### config.mk
export PLATFORM = sky130hd
export DESIGN_NAME = packet_deframer_checksum
export DESIGN_NICKNAME = d
export VERILOG_FILES = /design/src/design/pdc_pkg.sv /design/src/design/pdc_fsm.sv /design/src/design/packet_deframer_checksum.sv
export SDC_FILE = /design/constraint.sdc
export NUM_CORES = 1
export LEC_CHECK = 0
export BUFFER_PORTS_ARGS = -buffer_cell sky130_fd_sc_hd__buf_2
export CAP_MARGIN = 20
export CORE_ASPECT_RATIO = 1.75
export CORE_MARGIN = 2
export CORE_UTILIZATION = 52
export CTS_CLUSTER_DIAMETER = 30
export CTS_CLUSTER_SIZE = 28
export DETAILED_ROUTE_END_ITERATION = 6
export PLACE_DENSITY = 0.79
export SETUP_SLACK_MARGIN = 0.5
export SYNTH_ARGS = -nofsm -noshare
export SYNTH_HDL_FRONTEND = slang
export SYNTH_SLANG_ARGS = --single-unit
### constraint.sdc
create_clock -name clk -period 2.53 [get_ports clk]
set_input_delay 0.506 -clock clk [delete_from_list [all_inputs] [get_ports clk]]
set_output_delay 0.506 -clock clk [all_outputs]
set_load 0.03 [all_outputs]
### src/design/pdc_pkg.sv
// ----------------------------------------------------------------------------
// Packet deframer package
// Framing codes, event codes, result type and hex digit decoding.
// ----------------------------------------------------------------------------
package pdc_pkg;

  localparam logic [1:0] PH_IDLE    = 2'd0;
  localparam logic [1:0] PH_PAYLOAD = 2'd1;
  localparam logic [1:0] PH_CK_HIGH = 2'd2;
  localparam logic [1:0] PH_CK_LOW  = 2'd3;

  localparam logic [7:0] CH_START = 8'h24;
  localparam logic [7:0] CH_HASH  = 8'h23;
  localparam logic [7:0] CH_INTR  = 8'h03;
  localparam logic [7:0] CASE_BIT = 8'h20;

  localparam logic [2:0] EV_NONE = 3'd0;
  localparam logic [2:0] EV_DATA = 3'd1;
  localparam logic [2:0] EV_INTR = 3'd2;
  localparam logic [2:0] EV_GOOD = 3'd3;
  localparam logic [2:0] EV_BAD  = 3'd4;

  typedef struct packed {
    logic [2:0] event_kind;
    logic [7:0] payload_byte;
    logic [7:0] packet_length;
  } pdc_result_t;

  // Hex digit value; anything that is not a hex digit reads as zero.
  function automatic logic [3:0] hex_value(input logic [7:0] c);
    logic [7:0] up;
    up = c & ~CASE_BIT;
    if (c >= 8'h30 && c <= 8'h39) begin
      hex_value = c[3:0];
    end else if (up >= 8'h41 && up <= 8'h46) begin
      hex_value = up[3:0] + 4'd9;
    end else begin
      hex_value = 4'd0;
    end
  endfunction

endpackage

### src/design/pdc_fsm.sv
// ----------------------------------------------------------------------------
// Packet deframer framing logic
// Framing state, running sum and length, and the result of one byte.
// ----------------------------------------------------------------------------
module pdc_fsm
  import pdc_pkg::*;
(
  input  logic        clk,
  input  logic        rst,
  input  logic        step,
  input  logic [7:0]  rx_byte,
  output pdc_result_t result
);

  logic [1:0] phase;
  logic [1:0] phase_next;
  logic [7:0] running_sum;
  logic [7:0] running_sum_next;
  logic [7:0] byte_count;
  logic [7:0] byte_count_next;
  logic [3:0] expected_high_nibble;
  logic [3:0] expected_high_nibble_next;
  logic [7:0] expected_sum;

  assign expected_sum = {expected_high_nibble, hex_value(rx_byte)};

  always_comb begin
    phase_next                = phase;
    running_sum_next          = running_sum;
    byte_count_next           = byte_count;
    expected_high_nibble_next = expected_high_nibble;
    result.event_kind         = EV_NONE;
    result.payload_byte       = 8'd0;
    result.packet_length      = 8'd0;
    case (phase)
      PH_IDLE: begin
        if (rx_byte == CH_INTR) begin
          result.event_kind = EV_INTR;
        end else if (rx_byte == CH_START) begin
          running_sum_next = 8'd0;
          byte_count_next  = 8'd0;
          phase_next       = PH_PAYLOAD;
        end
      end
      PH_PAYLOAD: begin
        if (rx_byte == CH_HASH) begin
          phase_next = PH_CK_HIGH;
        end else begin
          running_sum_next    = running_sum + rx_byte;
          byte_count_next     = byte_count + 8'd1;
          result.event_kind   = EV_DATA;
          result.payload_byte = rx_byte;
        end
      end
      PH_CK_HIGH: begin
        expected_high_nibble_next = hex_value(rx_byte);
        phase_next                = PH_CK_LOW;
      end
      PH_CK_LOW: begin
        result.event_kind    = (expected_sum == running_sum) ? EV_GOOD : EV_BAD;
        result.packet_length = byte_count;
        phase_next           = PH_IDLE;
      end
      default: begin
        phase_next = PH_IDLE;
      end
    endcase
  end

  always_ff @(posedge clk) begin
    if (rst) begin
      phase                <= PH_IDLE;
      running_sum          <= 8'd0;
      byte_count           <= 8'd0;
      expected_high_nibble <= 4'd0;
    end else if (step) begin
      phase                <= phase_next;
      running_sum          <= running_sum_next;
      byte_count           <= byte_count_next;
      expected_high_nibble <= expected_high_nibble_next;
    end
  end

endmodule

### src/design/packet_deframer_checksum.sv
// ----------------------------------------------------------------------------
// Packet deframer with modulo-256 checksum check
//
//   channel   dir  tdata (low bit up)                      tuser
//   s_axis    in   rx_byte[7:0]                            -
//   m_axis    out  payload_byte[7:0], packet_length[15:8]  event_kind[2:0]
//
// One item per cycle sustained unless the output stalls; each input byte gives
// exactly one result item via an input register, then framing logic into the
// result register. Reset returns the framer to waiting for a packet start and
// empties both registers. A stalled output holds its item; the input register
// still moves into the result register in the same cycle that one is taken.
// ----------------------------------------------------------------------------
module packet_deframer_checksum
  import pdc_pkg::*;
(
  input  logic        clk,
  input  logic        rst,
  input  logic        s_axis_tvalid,
  output logic        s_axis_tready,
  input  logic [7:0]  s_axis_tdata,   // rx_byte[7:0]
  output logic        m_axis_tvalid,
  input  logic        m_axis_tready,
  output logic [15:0] m_axis_tdata,   // payload_byte[7:0], packet_length[15:8]
  output logic [2:0]  m_axis_tuser    // event_kind[2:0]
);

  logic        in_valid;
  logic [7:0]  in_byte;
  logic        out_valid;
  pdc_result_t out_item;
  pdc_result_t result;
  logic        out_free;
  logic        step;

  assign out_free      = !out_valid || m_axis_tready;
  assign step          = in_valid && out_free;
  assign s_axis_tready = !in_valid || out_free;

  pdc_fsm u_fsm (
    .clk     (clk),
    .rst     (rst),
    .step    (step),
    .rx_byte (in_byte),
    .result  (result)
  );

  always_ff @(posedge clk) begin
    if (rst) begin
      in_valid <= 1'b0;
    end else if (s_axis_tready) begin
      in_valid <= s_axis_tvalid;
    end
  end

  always_ff @(posedge clk) begin
    if (s_axis_tready && s_axis_tvalid) begin
      in_byte <= s_axis_tdata;
    end
  end

  always_ff @(posedge clk) begin
    if (rst) begin
      out_valid <= 1'b0;
    end else if (out_free) begin
      out_valid <= in_valid;
    end
  end

  always_ff @(posedge clk) begin
    if (step) begin
      out_item <= result;
    end
  end

  assign m_axis_tvalid = out_valid;
  assign m_axis_tdata  = {out_item.packet_length, out_item.payload_byte};
  assign m_axis_tuser  = out_item.event_kind;

endmodule

==> results of run 1 <==
[Yosys cell counts, drive strengths merged, types with 3 or more instances]
cell type  number  area share [%]
clkbuf          4            0.59
ha             17             8.3
nand2           9             1.3
a211oi          3            0.88
a21oi          10             2.0
mux2i           3             1.2
inv            10             1.5
o21bai          3            0.88
nand3           7             1.4
and3            5             1.2
nand4           7             1.7
xor2           13             4.4
dfxtp          24              19
or4b            3             1.3
nand2b          5             1.2
xnor2           5             1.7
a22oi           7             2.0
nor2           30             4.4
and2           14             3.4
edfxtp         27              32
[layout by cell type, fill, tap and decap left out, drive strengths merged, types with 6 or more instances in the layout]
master	instances
a21oi	10
a22oi	7
and2	14
buf	61
clkbuf	6
dfxtp	24
edfxtp	27
ha	17
inv	10
nand2	9
nand3	7
nand4	7
nor2	30
xor2	13
[layout make-up]
type                    count  area (um^2)
inverters                  10         37.5
fillers                   312         1320
repair buffers             61          397
flip-flops and latches     51         1290
multi-input cells         171         1470
clock inverters             2         37.5
clock buffers               6         93.8
well taps                  52         65.1
[metrics by stage]
step	setup TNS [ns]	instance area (um^2)	instances	worst slack (ns)
after floorplan	0	2620	237	0.0381
after global placement	0	2880	325	0.135
after detailed placement	0	2880	325	0.0387
after CTS	0	3350	352	0.0542
after global routing	-0.0644	3390	353	-0.0440
final	0	3390	353	0.0529
[flip-flops by register name, indices dropped and copies added, names as in the netlist]
| register | cells |
|---|---|
| in_byte | 8 |
| in_valid | 1 |
| m_axis_tdata | 16 |
| m_axis_tuser | 3 |
| m_axis_tvalid | 1 |
| u_fsm.byte_count | 8 |
| u_fsm.expected_high_nibble | 4 |
| u_fsm.phase | 2 |
| u_fsm.running_sum | 8 |
[cells by family after synthesis]
family                   count (synthesis)  share of synthesized area [%]
adder cells (fa/ha/maj)                 18                           9.08
multiplexers                             4                           1.61
flip-flops                              51                           50.4
AND/OR/NAND/NOR                         91                           19.1
XOR/XNOR                                18                           6.15
AO/OA/AOI/OAI                           39                           11.1
buffers and inverters                   16                           2.64
[power by group through the flow]
stage	combinational, mW	clock (mW)	sequential, mW
finish	0.159	0.631	0.906
global placement	0.127	0	0.923
floorplan	0.0575	0	0.949
global route	0.171	0.666	0.908
detailed placement	0.129	0	0.924
CTS	0.155	0.634	0.905
[layer usage]
| layer | up-vias | wire length [um] | GRT usage (%) |
|---|---|---|---|
| li1 | 980 | - | - |
| met1 | 1010 | 2180 | 24.7 |
| met2 | 79 | 3400 | 42.7 |
| met3 | 20 | 274 | 4.28 |
| met4 | 0 | 289 | 14.0 |
| met5 | - | 0 | 0 |
[worst max-delay path, stage by stage, from the launching register on]
cell      delay (ns)
edfxtp_1        0.43
ha_2            0.20
or4b_4          0.50
nand4_1         0.21
and3b_1         0.23
o221ai_2        0.11
or4b_4          0.51
a21oi_1         0.14
[path summary, 6_finish.rpt]
kind | from | to | slack [ns] | cells past startpoint
max | in_byte[0]$_DFFE_PP_ | m_axis_tuser[0]$_DFFE_PP_ | 0.05 | 7
min | s_axis_tdata[5] | in_byte[5]$_DFFE_PP_ | 0.37 | 1
max reg2reg | in_byte[0]$_DFFE_PP_ | m_axis_tuser[0]$_DFFE_PP_ | 0.05 | 7
min reg2reg | u_fsm.byte_count[7]$_SDFFE_PP0P_ | u_fsm.byte_count[7]$_SDFFE_PP0P_ | 0.52 | 2
[repair_timing]
| item | in CTS | in global routing |
|---|---|---|
| setup buffers | 18 | 1 |
| pin swaps | 21 | 10 |
| cloned | 1 | 0 |
| endpoints found under the setup margin | 21 | 26 |
| resized for setup | 33 | 7 |
==> metrics.txt, run 1 <==
Comb power frac 9.4%; I/O pin count 33; routability cong. 0.874; first-pass GRT wire length ~10000 um; starting density of the core 54.5%; Net Switching 0.387 mW; WP data arrival 2.64 ns; Final Hold Fails 0; Core ar. approximately 0.0047 mm^2; CTS buffer count 5; status complete, no violations; power per cell area around 500 mW/mm^2; Tmin final 2.48 ns; vias in the first global route 2218; fmax between 400 and 500 MHz; Die Height 96.9 um; Net Sw Frac 22.8%; Hold Path Class in -> reg; DRT iter0 DRCs 56; DR vias around 2100; Async S/R FF share, synth 0%; internal power 1.31 mW; post-synthesis cell area 0.00256 mm^2; Leak Pwr 1.36 nW; synthesized instance count 237; fin util 72.0%; first-pass iteration count of the detailed router 4; RSZ-0062 raised after global routing yes; Vias/cell about 5.9; clock root buffer master clkbuf_8; syn_area_per_cell roughly 11 um^2; clk sinks 51; Fin Clk Skew 0.00962 ns; crit path kind reg -> reg; ratio of cells with drive above 1 in the final layout 35.5%; Clock Power Share 37.2%; nets 330; Fin Hold WS 0.375 ns; Post-synth EDFFs 27; overall global routing resource usage 23.8%; post-synthesis net count 267; Area growth, synth to finish 32.1%; final WL 6140 um; worst slew pin tran roughly 0.38 ns; Startpoint Class register; die area around 0.0055 mm^2; Max-slew headroom 74.2%; grt total ovfl 0; Critical Path End Type register; Rows 33; fin crit share a little over nine tenths; Die X 57.1 um; register area share after synthesis 50.4%; hold_buf cts 0; CTS tree yes; Top FF cell, synth edfxtp_1; clock slew seen by the registers of the worst setup and hold paths 0.09 ns; DR WL/cell 17.4 um; fin. max-slew vios 0; DRC errors left 0; Worst EP required 2.69 ns; CTS HTree Levels 2; # setup viols final 0; Max FO, Critical Path 3; Peak VDD IR 0.580 mV; Overall Power 1.70 mW; number of inserted diodes 0; FF+latch count, synth 51; clock buffer depth 2; largest net degree at the start of global routing 22; antenna violations before repair 0; Yosys warning count 0; PortBufs 32; post-route ant nets 0; DP HPWL ~4000 um; clock latency on the worst-skew pair 0.31 ns; Seq pwr share 53.4%; total of max-cap violations 0; Distinct cells, synth 46
Power figures use the tool's default switching activity.
==> run 2: changes to the inputs <==
--- a/config.mk
+++ b/config.mk
@@ -9,11 +9,12 @@
 export CAP_MARGIN = 20
 export CORE_ASPECT_RATIO = 1.75
 export CORE_MARGIN = 2
-export CORE_UTILIZATION = 52
+export CORE_UTILIZATION = 41
 export CTS_CLUSTER_DIAMETER = 30
 export CTS_CLUSTER_SIZE = 28
 export DETAILED_ROUTE_END_ITERATION = 6
-export PLACE_DENSITY = 0.79
+export GPL_TIMING_DRIVEN = 0
+export PLACE_DENSITY = 0.63
 export SETUP_SLACK_MARGIN = 0.5
 export SYNTH_ARGS = -nofsm -noshare
 export SYNTH_HDL_FRONTEND = slang
==> constraint.sdc (replaced) <==
create_clock -name clk -period 2.8 [get_ports clk]
set_input_delay 0.56 -clock clk [delete_from_list [all_inputs] [get_ports clk]]
set_output_delay 0.56 -clock clk [all_outputs]
set_load 0.03 [all_outputs]
==> run 2 against run 1 <==
Compared with the run above:
- non-clock buffer count shrank 2
- power shrank 12%
- sequential share of layout area grew 0.67 points
- via count shrank 4.4%
- first-iteration DRC count grew to 3.2 times the previous value
- combinational power shrank 9%
- utilization shrank 18 points
- critical path depth grew 2
- largest power group unchanged
==> metrics.txt, run 2 (same netlist as run 1, synthesis figures left out) <==
die area 0.00693 mm^2 (+25%); final WL 5840 um (-4.9%); worst setup path end m_axis_tuser[0]$_DFFE_PP_; Rows 38 (+15%); clock latency on the worst-skew pair 0.30 ns (about the same); Hold Path Class in -> reg; R2R Setup Slk 0.27 ns (+0.22 ns); delay-heaviest family, CP simple AND/OR/NAND/NOR gates; CTS buffer count 5 (unchanged); Setup crit start in_byte[0]$_DFFE_PP_; overall global routing resource usage 17.0% (-6.7 points); first-pass GRT wire length 9040 um (-13%); R2R depth 9 (+2); # setup viols final 0 (unchanged); ratio of cells with drive above 1 in the final layout 32.2% (-3.3 points); number of inserted diodes 0 (unchanged); Fin Clk Skew 0.00503 ns (-0.00459 ns); post-route ant nets 0 (unchanged); worst stage delay on the critical path 0.53 ns (+0.02 ns); Non-Filler Instances 378 (+7.1%); Die X 63.8 um (+12%); max FFs per register 16 (unchanged); Net Switching 0.344 mW (-11%); DR WL/cell 15.5 um (-11%); hold_buf cts 0 (unchanged); crit path kind reg -> reg; setup TNS 0 ns (unchanged); Net Sw Frac 23.0% (+0.18 points); status complete, no violations; largest net degree at the start of global routing 22 (unchanged); Final Hold Fails 0 (unchanged); CTS HTree Levels 2 (unchanged); clock buffer depth 2 (unchanged); I/O pin count 33 (unchanged); CP bufs+invs 2 (+2); Core ar. 0.00613 mm^2 (+30%); Clock Power Share 35.5% (-1.7 points); commonest non-fill, non-tap cells in the layout buf_2 (32), nor2_1 (30), edfxtp_1 (27); Worst EP required 2.97 ns (+0.28 ns); Reg-to-Reg End m_axis_tuser[0]$_DFFE_PP_; fin crit share 90.2% (-7.7 points); PortBufs 32 (unchanged); grt total ovfl 0 (unchanged); CP max-delay cell or4b_4; most common cell after layout, fill and taps aside buf_2; Critical Path End Type register; DP HPWL 3930 um (-1.3%); crit path cell chain buf_4 > buf_4 > ha_1 > xor2_1 > nand4_1 > a21oi_2 > o221ai_2 > or4b_4 > a21oi_2; CTS tree yes; clock slew seen by the registers of the worst setup and hold paths 0.09 ns (about the same); nets 327 (-0.91%); Tmin final 2.53 ns (+0.0484 ns); worst slew pin tran 0.588 ns (+0.205 ns); critical path depth 9 (+2); clock root buffer master clkbuf_8; Leak Pwr 1.34 nW (-1.5%); Seq pwr share 54.8% (+1.4 points); Area growth, synth to finish 29.8%; internal power 1.15 mW (-12%); DR vias 1998 (-4.4%); Die Height 109 um (+12%); antenna violations before repair 0 (unchanged); routability cong. 0.858 (-1.8%); fin. max-slew vios 0 (unchanged); vias in the first global route 1900 (-14%); Fin Hold WS 0.427 ns (+0.0521 ns); Max FO, Critical Path 3 (unchanged); WP data arrival 2.70 ns (+0.06 ns); power per cell area 449 mW/mm^2 (-10%); DRT iter0 DRCs 179 (+220%); total of max-cap violations 0 (unchanged); Vias/cell 5.29 (-11%); first-pass iteration count of the detailed router 4 (unchanged); Max-slew headroom 60.8% (-13 points); RSZ-0062 raised after global routing yes; DRC errors left 0 (unchanged); R2R Path Start in_byte[0]$_DFFE_PP_; DP Cell Count 349 (+7.4%); starting density of the core 41.8% (-13 points); Comb power frac 9.7% (+0.3 points); Startpoint Class register; Peak VDD IR 0.266 mV (-54%); fmax 396 MHz (-1.9%); clk sinks 51 (unchanged)
[run 2: changes by cell type in the layout (fill, tap and decap cells not counted), moves of 3 or more]
cell / delta
a22oi_1: +5
a22oi_2: -5
buf_6: -3
buf_4: -4
[run 2: stage by stage]
step	util (%)	area, um^2	setup WS, ns	power [mW]
2_1_floorplan	-	2590	0.308	0.909
3_3_place_gp	46.6	2860	0.0920	0.946
3_5_place_dp	46.6	2860	0.0520	0.947
4_1_cts	51.1	3140	0.274	1.49
5_1_grt	54.3	3330	0.191	1.55
6_report	54.3	3330	0.274	1.49
[run 2: power by group through the flow]
stage	sequential [mW]	clock, mW	combinational, mW
after global placement	0.840	0	0.106
after global routing	0.820	0.578	0.155
after floorplan	0.858	0	0.0514
after detailed placement	0.840	0	0.107
final	0.818	0.531	0.145
after CTS	0.819	0.540	0.127
[run 2: per-layer routing]
metal	global-route usage, %	routed length [um]
met2	32.0	3200
met5	0	0
met4	8.07	219
met3	2.71	174
met1	18.2	2250
[run 2: cell type report]
| type | instances | area (um^2) |
|---|---|---|
| fillers | 514 | 2810 |
| multi-input cells | 170 | 1420 |
| flip-flops and latches | 51 | 1290 |
| repair buffers | 53 | 322 |
| well taps | 80 | 100 |
| clock buffers | 6 | 82.6 |
| plain buffers | 6 | 41.3 |
| inverters | 10 | 41.3 |
| clock inverters | 2 | 35.0 |
[run 2: worst reg2reg max path, stage by stage, from the launching register on]
cell      delay, ns
edfxtp_1       0.44
buf_4          0.16
buf_4          0.14
ha_1           0.22
xor2_1         0.16
nand4_1        0.24
a21oi_2        0.23
o221ai_2       0.14
or4b_4         0.53
a21oi_2        0.13
[run 2: how the worst min path moves through the flow]
| stage | to | slack, ns | cells after the start | start |
|---|---|---|---|---|
| 2_1_floorplan | u_fsm.phase[0]$_SDFFE_PP0P_ | 0.47 | 2 | u_fsm.phase[0]$_SDFFE_PP0P_ |
| 3_3_place_gp | u_fsm.phase[0]$_SDFFE_PP0P_ | 0.49 | 2 | u_fsm.phase[0]$_SDFFE_PP0P_ |
| 3_5_place_dp | u_fsm.phase[0]$_SDFFE_PP0P_ | 0.50 | 2 | u_fsm.phase[0]$_SDFFE_PP0P_ |
| 4_1_cts | in_byte[5]$_DFFE_PP_ | 0.42 | 1 | s_axis_tdata[5] |
| 5_1_grt | in_byte[0]$_DFFE_PP_ | 0.42 | 1 | s_axis_tdata[0] |
| 6_report | in_byte[7]$_DFFE_PP_ | 0.43 | 1 | s_axis_tdata[7] |
[run 2: timing repair]
item / in CTS / in global routing
hold endpoints to repair: 0 / 0
buffers inserted: 9 / 12
pin swaps: 7 / 13
endpoints found under the setup margin: 19 / 19
gates resized for setup: 17 / 19
==> run 3: changes to the inputs <==
--- a/config.mk
+++ b/config.mk
@@ -10,6 +10,7 @@
 export CORE_ASPECT_RATIO = 1.75
 export CORE_MARGIN = 2
 export CORE_UTILIZATION = 41
+export CTS_BUF_LIST = sky130_fd_sc_hd__clkbuf_16
 export CTS_CLUSTER_DIAMETER = 30
 export CTS_CLUSTER_SIZE = 28
 export DETAILED_ROUTE_END_ITERATION = 6
==> run 3 against run 2 <==
Compared with the run above:
- final area fell by 1.9%
- power rose by 9.0%
- critical endpoint unchanged
- die area did not move
- first-iteration DRC count fell by 15%
- global-route usage fell by 0.13 points
- via count fell by 3.9%
- cell count fell by 2.1%
- sequential cell count did not move
- wire length fell by 7.8%
- worst setup slack improved by 0.030 ns
- maximum frequency rose by 1.2%
- sequential power barely moved
==> metrics.txt, run 3 (same netlist as run 1, synthesis figures left out) <==
max FFs per register 16 (unchanged); overall global routing resource usage 16.9% (-0.13 points); first-pass iteration count of the detailed router 4 (unchanged); delay-heaviest family, CP simple AND/OR/NAND/NOR gates; power per cell area 499 mW/mm^2 (+11%); clock latency on the worst-skew pair 0.29 ns (about the same); total of max-cap violations 0 (unchanged); Rows 38 (unchanged); worst stage delay on the critical path 0.56 ns (+0.03 ns); Leak Pwr 1.29 nW (-3.3%); Max-slew headroom 58.9% (-1.9 points); met1 Use GR 17.6% (-0.60 points); DRT iter0 DRCs 153 (-15%); Area growth, synth to finish 27.3%; Fin Hold WS 0.443 ns (+0.0166 ns); DP HPWL 3930 um (unchanged); Final Hold Fails 0 (unchanged); setup TNS 0 ns (unchanged); Die X 63.8 um (unchanged); DP Cell Count 349 (unchanged); Tmin final 2.50 ns (-0.0300 ns); antenna violations before repair 0 (unchanged); Non-Filler Instances 370 (-2.1%); CTS tree yes; register area 0.00129 mm^2 (unchanged); CP max-delay cell or4b_4; post-route ant nets 0 (unchanged); RSZ-0062 raised after global routing yes; CTS buffer count 5 (unchanged); die area 0.00693 mm^2 (unchanged); CP bufs+invs 1 (-1); routability cong. 0.858 (unchanged); fin. max-slew vios 0 (unchanged); crit path kind reg -> reg; Worst EP required 2.95 ns (-0.02 ns); status complete, no violations; nets 319 (-2.4%); clock root buffer master clkbuf_16; vias in the first global route 1871 (-1.5%); fin crit share 89.1% (-1.1 points); Fin Clk Skew 0.00236 ns (-0.00267 ns); commonest non-fill, non-tap cells in the layout buf_2 (32), nor2_1 (30), edfxtp_1 (27); Vias/cell 5.19 (-1.8%); crit path cell chain inv_2 > ha_4 > or4b_4 > and3_4 > mux2i_4 > xnor2_2 > or4b_4 > a21oi_2; clk sinks 51 (unchanged); DR WL/cell 14.6 um (-5.8%); busiest layer in global routing met2; DR vias 1921 (-3.9%); fmax 401 MHz (+1.2%); met3 Usage GRT 2.81% (+0.10 points); fin util 53.2% (-1.0 points); hold_buf cts 0 (unchanged); DRC errors left 0 (unchanged); clock buffer depth 2 (unchanged); largest net degree at the start of global routing 22 (unchanged); first-pass GRT wire length 8910 um (-1.4%); number of inserted diodes 0 (unchanged); ratio of cells with drive above 1 in the final layout 29.3% (-2.9 points); Startpoint Class register; # setup viols final 0 (unchanged); Layout fillers 525 (+2.1%); final WL 5390 um (-7.8%); Hold Path Class in -> reg; most common cell after layout, fill and taps aside buf_2; Max FO, Critical Path 3 (unchanged); Core ar. 0.00613 mm^2 (unchanged); CTS HTree Levels 2 (unchanged); WP data arrival 2.64 ns (-0.06 ns); Die Height 109 um (unchanged); Critical Path End Type register; grt met2 use 31.1% (-0.90 points); CP most frequent cell or4b_4; starting density of the core 41.8% (unchanged); Multi-input gate area 0.00137 mm^2 (-3.3%); Peak VDD IR 0.272 mV (+2.3%); worst slew pin tran 0.617 ns (+0.0287 ns); grt total ovfl 0 (unchanged); clock slew seen by the registers of the worst setup and hold paths 0.07 ns (-0.02 ns); PortBufs 32 (unchanged); I/O pin count 33 (unchanged)
run 3: through the flow:
| stage | setup slack [ns] | total power [mW] | area [um^2] |
|---|---|---|---|
| 2_1_floorplan | 0.308 | 0.909 | 2590 |
| 3_3_place_gp | 0.0920 | 0.946 | 2860 |
| 3_5_place_dp | 0.0520 | 0.947 | 2860 |
| 4_1_cts | 0.277 | 1.64 | 3180 |
| 5_1_grt | 0.221 | 1.69 | 3260 |
| 6_report | 0.304 | 1.63 | 3260 |
run 3: worst reg2reg max path: stages, from the launching register on:
cell      delay, ns
edfxtp_1       0.44
inv_2          0.12
ha_4           0.13
or4b_4         0.47
and3_4         0.21
mux2i_4        0.19
xnor2_2        0.12
or4b_4         0.56
a21oi_2        0.13
run 3: layout make-up:
cell class | instances | share of cell area (%)
clock inverters | 3 | 1.19
plain buffers | 6 | 1.26
inverters | 10 | 1.26
repair buffers | 45 | 7.90
multi-input cells | 170 | 41.9
flip-flops and latches | 51 | 39.6
well taps | 80 | 3.07
clock buffers | 5 | 3.83
run 3: routing by layer:
layer | wire (um) | vias to the layer above
li1 | - | 957
met4 | 199 | 0
met3 | 118 | 14
met5 | 0 | -
met1 | 2080 | 912
met2 | 2990 | 38
run 3: worst paths after layout:
| kind | start | end | slack [ns] | depth (start not counted) |
|---|---|---|---|---|
| min reg2reg | u_fsm.running_sum[7]$_SDFFE_PP0P_ | u_fsm.running_sum[7]$_SDFFE_PP0P_ | 0.51 | 2 |
| min | s_axis_tdata[5] | in_byte[5]$_DFFE_PP_ | 0.44 | 1 |
| max | in_byte[0]$_DFFE_PP_ | m_axis_tuser[0]$_DFFE_PP_ | 0.30 | 8 |
| max reg2reg | in_byte[0]$_DFFE_PP_ | m_axis_tuser[0]$_DFFE_PP_ | 0.30 | 8 |
run 3: timing repair:
item / in CTS / in global routing
pin swaps: 7 / 9
cloned: 0 / 0
gates resized for setup: 17 / 10
setup buffers: 8 / 5
setup endpoints to repair: 19 / 18
run 3: where the power goes:
part | internal (mW) | leakage (nW) | switching, mW | total [mW]
clock network | 0.417 | 0.0812 | 0.260 | 0.677
logic | 0.0497 | 0.762 | 0.0817 | 0.131
registers | 0.806 | 0.451 | 0.0152 | 0.821
total | 1.27 | 1.29 | 0.357 | 1.63
